File: config.mk
export PLATFORM = sky130hd
export DESIGN_NAME = char_lcd_command_sequencer
export DESIGN_NICKNAME = d
export VERILOG_FILES = /design/src/hdl/clcd_pkg.sv /design/src/hdl/clcd_strobe.sv /design/src/hdl/char_lcd_command_sequencer.sv
export SDC_FILE = /design/constraint.sdc
export NUM_CORES = 2
export LEC_CHECK = 0
export ABC_CLOCK_PERIOD_IN_PS = 17400
export BUFFER_PORTS_ARGS = -buffer_cell sky130_fd_sc_hd__buf_4
export CORE_ASPECT_RATIO = 0.9
export CORE_MARGIN = 5
export CORE_UTILIZATION = 55
export DETAILED_ROUTE_END_ITERATION = 10
export GPL_TIMING_DRIVEN = 0
export PLACE_DENSITY = 0.77
export SLEW_MARGIN = 20
export SYNTH_ARGS = -nofsm -noshare
export SYNTH_HDL_FRONTEND = slang
export SYNTH_SLANG_ARGS = --single-unit
File: constraint.sdc
create_clock -name clk -period 17.4 [get_ports clk]
set_clock_uncertainty 0.15 [all_clocks]
set_input_delay 0.87 -clock clk [delete_from_list [all_inputs] [get_ports clk]]
set_output_delay 0.87 -clock clk [all_outputs]
set_load 0.005 [all_outputs]
File: src/hdl/clcd_pkg.sv
// Package: command codes, field widths and constants for the character LCD sequencer.
`default_nettype none
package clcd_pkg;
  localparam int unsigned MAX_CLEAR_COUNT = 16;
  localparam int unsigned MAX_RESULTS = 36;

  localparam logic [3:0] CMD_INIT    = 4'd0;
  localparam logic [3:0] CMD_RAW     = 4'd1;
  localparam logic [3:0] CMD_CHAR    = 4'd2;
  localparam logic [3:0] CMD_CLEAR   = 4'd3;
  localparam logic [3:0] CMD_GOTO    = 4'd4;
  localparam logic [3:0] CMD_CGRAM   = 4'd5;
  localparam logic [3:0] CMD_HEX     = 4'd6;
  localparam logic [3:0] CMD_DEC4    = 4'd7;
  localparam logic [3:0] CMD_BIN     = 4'd8;
  localparam logic [3:0] CMD_SIGNED  = 4'd9;
  localparam logic [3:0] CMD_GOTOCLR = 4'd10;

  localparam logic [7:0] LCD_SET_DDRAM   = 8'b10000000;
  localparam logic [7:0] LCD_LINE1_BASE  = 8'h40;
  localparam logic [7:0] LCD_SET_CGRAM   = 8'b01000000;
  localparam logic [7:0] LCD_FUNC_8BIT   = 8'b00110000;
  localparam logic [7:0] LCD_DISP_CUR    = 8'b00001110;
  localparam logic [7:0] LCD_CLR_DISPLAY = 8'b00000001;
  localparam logic [7:0] LCD_ENTRY       = 8'b00000110;
  localparam logic [7:0] LCD_FUNC_4BIT   = 8'b00100010;
  localparam logic [7:0] LCD_DISP_ON     = 8'b00001100;
  localparam logic [5:0] INIT_WAIT_MS    = 6'd50;

  // ceil(2^35 / 10): floor(x * DIV10_RECIP / 2^35) is x / 10 for any 32-bit x
  localparam logic [31:0] DIV10_RECIP    = 32'hCCCCCCCD;

  // one byte transfer request from the sequencer to the strobe stage
  typedef struct packed {
    logic       rs;
    logic [7:0] data;
    logic [5:0] pre;
    logic [1:0] after;
    logic       single;   // one raw strobe, even in 4-bit mode
    logic       last;
  } byte_req_t;

  function automatic logic [7:0] hex_char(input logic [3:0] n);
    hex_char = (n < 4'd10) ? (8'h30 + {4'd0, n}) : (8'h37 + {4'd0, n});
  endfunction
endpackage
`default_nettype wire

File: src/hdl/clcd_strobe.sv
// Strobe stage: splits a byte request into one or two bus strobes with an output register.
`default_nettype none
module clcd_strobe (
  input  wire logic                clk,
  input  wire logic                rst,
  input  wire logic                bus_mode,
  input  wire logic                req_valid,
  output logic                     req_ready,
  input  wire clcd_pkg::byte_req_t req,
  output logic                     out_valid,
  input  wire logic                out_ready,
  output logic                     reg_select,
  output logic [7:0]               bus_value,
  output logic [5:0]               wait_before_ms,
  output logic [1:0]               wait_after_ms,
  output logic                     last
);
  import clcd_pkg::*;

  byte_req_t held;
  logic      second;
  logic      busy;

  assign req_ready = !busy;

  always_ff @(posedge clk) begin
    if (rst) begin
      busy <= 1'b0;
      second <= 1'b0;
      out_valid <= 1'b0;
    end else if (!busy || (out_valid && out_ready)) begin
      if (busy && second) begin
        second <= 1'b0;
        out_valid <= 1'b1;
        bus_value <= {held.data[3:0], 4'd0};
        wait_before_ms <= 6'd0;
        wait_after_ms <= held.after;
        last <= held.last;
        reg_select <= held.rs;
      end else if (req_valid && !busy) begin
        held <= req;
        busy <= 1'b1;
        out_valid <= 1'b1;
        reg_select <= req.rs;
        wait_before_ms <= req.pre;
        if (bus_mode && !req.single) begin
          second <= 1'b1;
          bus_value <= {req.data[7:4], 4'd0};
          wait_after_ms <= 2'd0;
          last <= 1'b0;
        end else begin
          bus_value <= req.data;
          wait_after_ms <= req.after;
          last <= req.last;
        end
      end else begin
        busy <= 1'b0;
        out_valid <= 1'b0;
      end
    end
  end
endmodule
`default_nettype wire

File: src/hdl/char_lcd_command_sequencer.sv
// Top level: character LCD command sequencer with a shared digit unit.
// Usage: an input item (cmd, value, line, column, clear_count) is taken on
// valid & ready. The block then emits one item per LCD enable strobe on the
// output channel (reg_select, bus_value, waits, last); last marks the final
// strobe of the command. Commands that emit nothing finish silently.
// ready is low while a command is being worked; one command at a time.
// Each byte request is registered and passes through the strobe stage's
// output register; the sequencer issues its next byte request only when
// the strobe stage is free. Decimal commands first split the number into
// digits on one shared reciprocal multiplier, a multiply phase and then a
// remainder phase per digit. A command that emits nothing returns ready
// after one pass through the emit state; the longest command is goto-clear
// with sixteen spaces in 4-bit mode. A receiver stall holds the output
// register and holds the sequencer at its next byte.
// bus_mode is written by cfg_we/cfg_data and resets to 4-bit mode (1).
// Reset empties all stages and drops any command in work.
`default_nettype none
module char_lcd_command_sequencer (
  input  wire logic        clk,
  input  wire logic        rst,
  input  wire logic        cfg_we,
  input  wire logic        cfg_data,
  input  wire logic        in_valid,
  output logic             in_ready,
  input  wire logic [3:0]  cmd,
  input  wire logic signed [31:0] value,
  input  wire logic [1:0]  line,
  input  wire logic [5:0]  column,
  input  wire logic [4:0]  clear_count,
  output logic             out_valid,
  input  wire logic        out_ready,
  output logic             reg_select,
  output logic [7:0]       bus_value,
  output logic [5:0]       wait_before_ms,
  output logic [1:0]       wait_after_ms,
  output logic             last
);
  import clcd_pkg::*;

  localparam logic [2:0] S_IDLE = 3'd0;
  localparam logic [2:0] S_EMIT = 3'd1;
  localparam logic [2:0] S_DIV  = 3'd2;
  localparam logic [2:0] S_SIGN = 3'd3;
  localparam logic [2:0] S_DIGS = 3'd4;

  logic        bus_mode;
  logic [2:0]  state;
  logic [3:0]  op;
  logic [31:0] val;
  logic [7:0]  gaddr;
  logic        gok;
  logic [4:0]  cnt;
  logic [5:0]  idx;
  logic [5:0]  nsteps;
  logic [31:0] quo;
  logic        phase;
  logic [28:0] prod;
  logic [3:0]  digs [10];
  logic [3:0]  ndig;
  logic [3:0]  dpos;

  byte_req_t   req;
  logic        req_valid;
  logic        req_ready;
  logic        have;
  logic        issue;

  logic [63:0] mul_full;
  logic [3:0]  q10_lo;
  logic [7:0]  b;
  logic [15:0] n16;
  logic [3:0]  lead;

  assign b = val[7:0];
  assign n16 = val[15:0];
  assign in_ready = (state == S_IDLE);
  assign nsteps = {1'b0, cnt} + (gok ? 6'd2 : 6'd0);

  // shared reciprocal multiply: quotient by ten, then remainder from its low bits
  assign mul_full = 64'(quo) * 64'(DIV10_RECIP);
  assign q10_lo = {prod[0], 3'b000} + {prod[2:0], 1'b0};

  always_comb begin
    lead = 4'd0;
    for (int i = 0; i < 8; i++) begin
      if (b[i]) lead = 4'(i);
    end
  end

  // byte table per command and index
  always_comb begin
    req = '0;
    have = 1'b0;
    req.after = 2'd1;
    case (op)
      CMD_INIT: begin
        have = 1'b1;
        if (!bus_mode) begin
          case (idx)
            6'd0: begin req.data = LCD_FUNC_8BIT; req.pre = INIT_WAIT_MS; end
            6'd1: req.data = LCD_DISP_CUR;
            6'd2: begin req.data = LCD_CLR_DISPLAY; req.after = 2'd2; end
            default: begin req.data = LCD_ENTRY; req.last = 1'b1; end
          endcase
        end else begin
          case (idx)
            6'd0: begin req.data = LCD_FUNC_4BIT; req.pre = INIT_WAIT_MS; end
            6'd1: begin
              req.data = LCD_SET_DDRAM | {LCD_FUNC_4BIT[3:0], 4'd0} & 8'h30;
              req.single = 1'b1;
            end
            6'd2: req.data = LCD_DISP_ON;
            6'd3: begin req.data = LCD_CLR_DISPLAY; req.after = 2'd2; end
            default: begin req.data = LCD_ENTRY; req.last = 1'b1; end
          endcase
        end
      end
      CMD_RAW: begin have = 1'b1; req.data = b; req.last = 1'b1; end
      CMD_CHAR: begin have = 1'b1; req.rs = 1'b1; req.data = b; req.last = 1'b1; end
      CMD_CLEAR: begin
        have = 1'b1; req.data = LCD_CLR_DISPLAY; req.after = 2'd2; req.last = 1'b1;
      end
      CMD_GOTO: begin have = gok; req.data = LCD_SET_DDRAM | gaddr; req.last = 1'b1; end
      CMD_CGRAM: begin
        have = 1'b1; req.data = LCD_SET_CGRAM | {2'd0, val[2:0], 3'd0}; req.last = 1'b1;
      end
      CMD_HEX: begin
        have = 1'b1; req.rs = 1'b1;
        case (idx)
          6'd0: req.data = 8'h30;
          6'd1: req.data = 8'h78;
          6'd2: req.data = hex_char(b[7:4]);
          default: begin req.data = hex_char(b[3:0]); req.last = 1'b1; end
        endcase
      end
      CMD_BIN: begin
        have = 1'b1; req.rs = 1'b1;
        req.data = 8'h30 + {7'd0, b[3'(lead - idx[3:0])]};
        req.last = (idx[3:0] == lead);
      end
      CMD_GOTOCLR: begin
        req.rs = 1'b1;
        req.data = 8'h20;
        have = 1'b1;
        if (gok && idx == 6'd0) begin
          req.rs = 1'b0; req.data = LCD_SET_DDRAM | gaddr;
          req.last = 1'b0;
        end else if (gok && idx == nsteps - 6'd1) begin
          req.rs = 1'b0; req.data = LCD_SET_DDRAM | gaddr; req.last = 1'b1;
        end else begin
          req.last = (idx == nsteps - 6'd1);
        end
      end
      default: have = 1'b0;
    endcase
  end

  always_comb begin
    issue = 1'b0;
    if (!req_valid && req_ready) begin
      case (state)
        S_EMIT: issue = have && !(op == CMD_GOTOCLR && !gok && cnt == 5'd0);
        S_SIGN: issue = 1'b1;
        S_DIGS: issue = 1'b1;
        default: issue = 1'b0;
      endcase
    end
  end

  always_ff @(posedge clk) begin
    if (rst) begin
      bus_mode <= 1'b1;
    end else if (cfg_we) begin
      bus_mode <= cfg_data;
    end
  end

  always_ff @(posedge clk) begin
    if (rst) begin
      req_valid <= 1'b0;
    end else begin
      req_valid <= issue;
    end
  end

  always_ff @(posedge clk) begin
    if (rst) begin
      state <= S_IDLE;
    end else begin
      case (state)
        S_IDLE: begin
          if (in_valid) begin
            op <= cmd;
            val <= value;
            gok <= (line == 2'd0) || (line == 2'd1);
            gaddr <= (line == 2'd1) ? (LCD_LINE1_BASE + {2'd0, column}) : {2'd0, column};
            cnt <= (clear_count > 5'(MAX_CLEAR_COUNT)) ? 5'(MAX_CLEAR_COUNT)
                                                       : clear_count;
            idx <= 6'd0;
            if (cmd == CMD_SIGNED) begin
              quo <= value[31] ? (32'd0 - value) : value;
              phase <= 1'b0; ndig <= 4'd0;
              state <= S_DIV;
            end else if (cmd == CMD_DEC4) begin
              quo <= {16'd0, value[15:0]};
              phase <= 1'b0; ndig <= 4'd0;
              state <= S_DIV;
            end else begin
              state <= S_EMIT;
            end
          end
        end
        S_EMIT: begin
          if (!have || (op == CMD_GOTOCLR && !gok && cnt == 5'd0)) begin
            state <= S_IDLE;
          end else if (issue) begin
            idx <= idx + 6'd1;
            if (req.last) state <= S_IDLE;
          end
        end
        S_DIV: begin
          if (!phase) begin
            prod <= mul_full[63:35];
            phase <= 1'b1;
          end else begin
            phase <= 1'b0;
            quo <= {3'd0, prod};
            digs[ndig] <= quo[3:0] - q10_lo;
            ndig <= ndig + 4'd1;
            if ((op == CMD_DEC4 && ndig == 4'd3) ||
                (op == CMD_SIGNED && prod == 29'd0) || ndig == 4'd9) begin
              dpos <= ndig;
              state <= (op == CMD_SIGNED && val[31]) ? S_SIGN : S_DIGS;
            end
          end
        end
        S_SIGN: begin
          if (issue) begin
            state <= S_DIGS;
          end
        end
        default: begin
          if (issue) begin
            dpos <= dpos - 4'd1;
            if (dpos == 4'd0) state <= S_IDLE;
          end
        end
      endcase
    end
  end

  byte_req_t sreq;
  always_ff @(posedge clk) begin
    if (state == S_SIGN) begin
      sreq <= '{rs: 1'b1, data: 8'h2D, pre: 6'd0, after: 2'd1, single: 1'b0,
                last: 1'b0};
    end else if (state == S_DIGS) begin
      sreq <= '{rs: 1'b1, data: 8'h30 + {4'd0, digs[dpos]}, pre: 6'd0,
                after: 2'd1, single: 1'b0, last: dpos == 4'd0};
    end else begin
      sreq <= req;
    end
  end

  clcd_strobe u_strobe (
    .clk, .rst, .bus_mode,
    .req_valid, .req_ready, .req(sreq),
    .out_valid, .out_ready, .reg_select, .bus_value,
    .wait_before_ms, .wait_after_ms, .last
  );
endmodule
`default_nettype wire

==> metrics.log <==
INFO  metric layout.cells.most_common_list = 560 x sky130_fd_sc_hd__inv_1, 388 x sky130_fd_sc_hd__fa_1, 372 x sky130_fd_sc_hd__ha_1, 163 x sky130_fd_sc_hd__edfxtp_1, 125 x sky130_fd_sc_hd__nand2_1
INFO  metric drive_gt1_frac = 0.0622
INFO  metric p_int = 2.23 mW
INFO  metric setup.worst_path.start_class = flip-flop
INFO  metric outcome = complete, no violations
INFO  metric area.growth.synth_to_final = 7.72%
INFO  metric asyncSetResetFlopFracSynth = 0
INFO  metric final_max_slew_viol_count = 0
INFO  metric worst_ep_required_time = 17.45 ns
INFO  metric finalNonFillerCells = 3173
INFO  metric final_number_of_hold_violating_endpoints = 0
INFO  metric grt_antenna_before_repair = 0
INFO  metric die_height = 216 um
INFO  metric worst_slew_pin_slew = 0.877 ns
INFO  metric groute.layer.met3.usage = 0.0500
INFO  metric grt_pass1_vias = 19718
INFO  metric power.density = 167 mW/mm^2
INFO  metric top_ports = 75
INFO  metric worstPathArrival = 8.84 ns
INFO  metric swShare = 0.522
INFO  metric clkLatencyLatePin = 0.45 ns
INFO  metric power.static_leakage = 13.4 nW
INFO  metric floorplan.die.width = 239 um
INFO  metric diodes = 0
INFO  metric gr-usage-met2 = 0.453
INFO  metric port_buffers = 71
INFO  metric tritoncts.num_buffers = 17
INFO  metric post_synth.cell_area_avg = 10.6 sq um
INFO  metric total_number_of_vias = 18471
INFO  metric post_synth_instance_area = 0.0259 sq mm
INFO  metric max_slew_margin = 0.410
INFO  metric gp_routability_congestion = 0.983
INFO  metric grt_pass1_wl = 113 mm
INFO  metric groute.layer.met1.usage = 0.389
INFO  metric cts_post_setup_buffers_inserted = 0
INFO  metric maxCapViolations = 0
INFO  metric drt_first_pass_iters = 5
INFO  metric number_of_routed_nets_with_antenna_violations = 0
INFO  metric start_util = 0.556
INFO  metric ys_warn_count = 0
INFO  metric finalHoldWorstSlack = 0.287 ns
INFO  metric setup-violations-final = 0
INFO  metric synth-seq-area-share = 0.209
INFO  metric root_buffer = sky130_fd_sc_hd__clkbuf_16
INFO  metric synth_seq_cells = 189
INFO  metric clock_net_sink_count = 189
INFO  metric critical_path_peak_fanout = 8
INFO  metric design.core.area = 0.0465 sq mm
INFO  metric power.share.combinational = 0.781
INFO  metric unrepaired_setup_endpoints_after_global_routing = no
INFO  metric globalRouteTotalUtil = 0.284
INFO  metric drt-wirelength-per-cell = 22.6 um
INFO  metric setup_ws = 8.61 ns
INFO  metric clock_tree_from_tritoncts = done
INFO  metric setup-tns-final = 0 ns
INFO  metric cts-htree-levels = 4
INFO  metric fmax = 114 MHz
INFO  metric drt_iter0_markers = 1712
INFO  metric rows = 75
INFO  metric layout.cell_area.non_filler = 0.0279 sq mm
INFO  metric p_switching = 2.43 mW
INFO  metric clock_tree.buffer_depth = 2
INFO  metric final_min_period_over_clock_period = 0.505
INFO  metric synth.lib_cells_used.distinct = 79
INFO  metric cts_hold_repair.buffers = 0
INFO  metric critical_path.endpoint_type = flip-flop
INFO  metric routed_wl = 71.8 mm
INFO  metric final_period_minus_worst_setup_slack = 8.79 ns
INFO  metric power.share.sequential = 0.133
INFO  metric min_path_type = reg -> reg
INFO  metric grt_max_degree = 27
INFO  metric floorplan_die_area = 0.0515 sq mm
INFO  metric vias_per_cell = 5.82
INFO  metric number_of_enable_type_register_cells_in_the_synthesized_netlist = 163
INFO  metric ir_drop = 0.280 mV
INFO  metric globalRoute.busiestLayer = met2
INFO  metric dpl.hpwl = 61.9 mm
INFO  metric cts-resized-gates = 0
INFO  metric globalRouteOverflowTotal = 0
INFO  metric postSynth.topFlopCell = sky130_fd_sc_hd__edfxtp_1
INFO  metric class_of_the_most_critical_setup_path = reg -> reg
INFO  metric filler_cell_count = 3842
INFO  metric final_common_cell = sky130_fd_sc_hd__inv_1
INFO  metric detailedPlace.worstSlack = 8.77 ns
INFO  metric layout.nets = 3359
INFO  metric clk_pin_slew_worst_paths = 0.08 ns
INFO  metric synthesis.instances = 2449
INFO  metric dpl-instance-area = 0.0272 sq mm
INFO  metric power.share.clock = 0.086
INFO  metric drc = 0
INFO  metric placedCellCount = 3141
-- worst max-delay path, stage by stage, from the launching register on --
cell	delay, ns
sky130_fd_sc_hd__edfxtp_1	0.61
sky130_fd_sc_hd__ha_1	0.44
sky130_fd_sc_hd__clkbuf_1	0.43
sky130_fd_sc_hd__xnor2_1	0.27
sky130_fd_sc_hd__o21ai_0	0.20
sky130_fd_sc_hd__fa_1	0.58
sky130_fd_sc_hd__inv_1	0.06
sky130_fd_sc_hd__fa_1	0.51
sky130_fd_sc_hd__fa_1	0.56
sky130_fd_sc_hd__inv_1	0.05
sky130_fd_sc_hd__fa_1	0.46
sky130_fd_sc_hd__fa_1	0.51
sky130_fd_sc_hd__fa_1	0.41
sky130_fd_sc_hd__ha_1	0.35
sky130_fd_sc_hd__and3_1	0.27
sky130_fd_sc_hd__or3b_2	0.56
sky130_fd_sc_hd__a311o_1	0.39
sky130_fd_sc_hd__nand3_1	0.27
sky130_fd_sc_hd__nand2_1	0.22
sky130_fd_sc_hd__o31ai_1	0.81
sky130_fd_sc_hd__a311oi_1	0.23
sky130_fd_sc_hd__xnor2_1	0.17
-- metal layers --
layer / share of wire / vias to the layer above
li1: - / 8245
met1: 0.41 / 9252
met2: 0.46 / 794
met3: 0.079 / 180
met4: 0.049 / 0
met5: 0 / -
-- state kept, by name, indices dropped and copies added, names as in the netlist, 2 cells and up, named ones only --
register                count
quo                        32
op                          4
sreq                       14
prod                       29
idx                         6
digs                       40
ndig                        4
state                       3
u_strobe.wait_after_ms      2
u_strobe.held               8
gaddr                       7
val                         9
u_strobe.bus_value          8
dpos                        4
cnt                         5
-- path summary, 6_finish.rpt --
| check | start | endpoint | slack, ns | cells after the start |
|---|---|---|---|---|
| worst max-delay path | quo[8]$_DFFE_PP_ | prod[16]$_DFFE_PP_ | 8.61 | 21 |
| worst min-delay path | sreq[11]$_SDFF_PP0_ | u_strobe.held[11]$_DFFE_PP_ | 0.29 | 0 |
| worst max register to register | quo[8]$_DFFE_PP_ | prod[16]$_DFFE_PP_ | 8.61 | 21 |
| worst min register to register | sreq[11]$_SDFF_PP0_ | u_strobe.held[11]$_DFFE_PP_ | 0.29 | 0 |
-- synth_stat cells, types with 4 or more instances --
| master | n | area, sq um |
|---|---|---|
| sky130_fd_sc_hd__o31ai_1 | 9 | 67.6 |
| sky130_fd_sc_hd__and3_1 | 23 | 144 |
| sky130_fd_sc_hd__a311oi_1 | 7 | 61.3 |
| sky130_fd_sc_hd__a31oi_1 | 16 | 100 |
| sky130_fd_sc_hd__inv_1 | 560 | 2100 |
| sky130_fd_sc_hd__nor2_1 | 79 | 297 |
| sky130_fd_sc_hd__nor3_1 | 20 | 100 |
| sky130_fd_sc_hd__mux2_2 | 13 | 146 |
| sky130_fd_sc_hd__nor2b_1 | 17 | 106 |
| sky130_fd_sc_hd__buf_4 | 5 | 37.5 |
| sky130_fd_sc_hd__a21o_1 | 40 | 300 |
| sky130_fd_sc_hd__nor4_1 | 16 | 100 |
| sky130_fd_sc_hd__o41ai_1 | 4 | 35.0 |
| sky130_fd_sc_hd__a211oi_1 | 9 | 67.6 |
| sky130_fd_sc_hd__or3_1 | 9 | 56.3 |
| sky130_fd_sc_hd__nand4_1 | 13 | 81.3 |
| sky130_fd_sc_hd__fa_1 | 388 | 7770 |
| sky130_fd_sc_hd__nand2b_1 | 12 | 75.1 |
| sky130_fd_sc_hd__a221oi_1 | 5 | 43.8 |
| sky130_fd_sc_hd__and2_1 | 20 | 125 |
| sky130_fd_sc_hd__o22ai_1 | 4 | 25.0 |
| sky130_fd_sc_hd__dfxtp_1 | 26 | 521 |
| sky130_fd_sc_hd__nand3_1 | 21 | 105 |
| sky130_fd_sc_hd__xnor2_1 | 62 | 543 |
| sky130_fd_sc_hd__xor2_1 | 63 | 552 |
| sky130_fd_sc_hd__o21bai_1 | 10 | 75.1 |
| sky130_fd_sc_hd__a21oi_1 | 94 | 470 |
| sky130_fd_sc_hd__clkbuf_1 | 37 | 139 |
| sky130_fd_sc_hd__nand2_1 | 125 | 469 |
| sky130_fd_sc_hd__ha_1 | 372 | 4650 |
| sky130_fd_sc_hd__edfxtp_1 | 163 | 4890 |
| sky130_fd_sc_hd__o21a_1 | 4 | 30.0 |
| sky130_fd_sc_hd__or2_2 | 5 | 31.3 |
| sky130_fd_sc_hd__o211ai_1 | 12 | 90.1 |
| sky130_fd_sc_hd__o2111ai_1 | 4 | 35.0 |
| sky130_fd_sc_hd__mux2i_1 | 9 | 90.1 |
| sky130_fd_sc_hd__mux4_2 | 10 | 225 |
| sky130_fd_sc_hd__o21ai_0 | 88 | 440 |
-- final cells by class --
class	count	area, sq um	area share
clock buffer	17	425	0.0153
multi-input combinational	1655	18200	0.653
clock inverter	15	196	0.00705
timing repair buffer	74	568	0.0204
inverter	560	2100	0.0754
sequential	189	5420	0.194
tap	616	771	0.0277
buffer	47	198	0.00709
-- power by group through the flow --
stage / clock network [mW] / logic (mW) / registers (mW)
after floorplan: 0 / 2.52 / 0.621
after global placement: 0 / 3.46 / 0.629
after detailed placement: 0 / 3.55 / 0.629
after CTS: 0.406 / 3.59 / 0.619
after global routing: 0.428 / 4.03 / 0.620
final: 0.403 / 3.64 / 0.619
-- cells by family (layout without fill, tap and decap cells) --
kind of cell | Yosys count | after routing | synth area share
AOI/OAI and AO/OA | 352 | 352 | 0.0878
xor gates and xnor gates | 125 | 125 | 0.0423
and+or+nand+nor | 383 | 383 | 0.0734
muxes | 32 | 32 | 0.0178
other | 1 | 3 | 0.000145
buffers and inverters | 607 | 713 | 0.0889
adders and majority gates | 760 | 760 | 0.480
DFF | 189 | 189 | 0.209
-- through the flow --
step,power (mW),utilization
2_1_floorplan,3.14,-
3_3_place_gp,4.09,0.584
3_5_place_dp,4.18,0.585
4_1_cts,4.61,0.599
5_1_grt,5.07,0.599
6_report,4.66,0.599
Power figures use the tool's default switching activity.
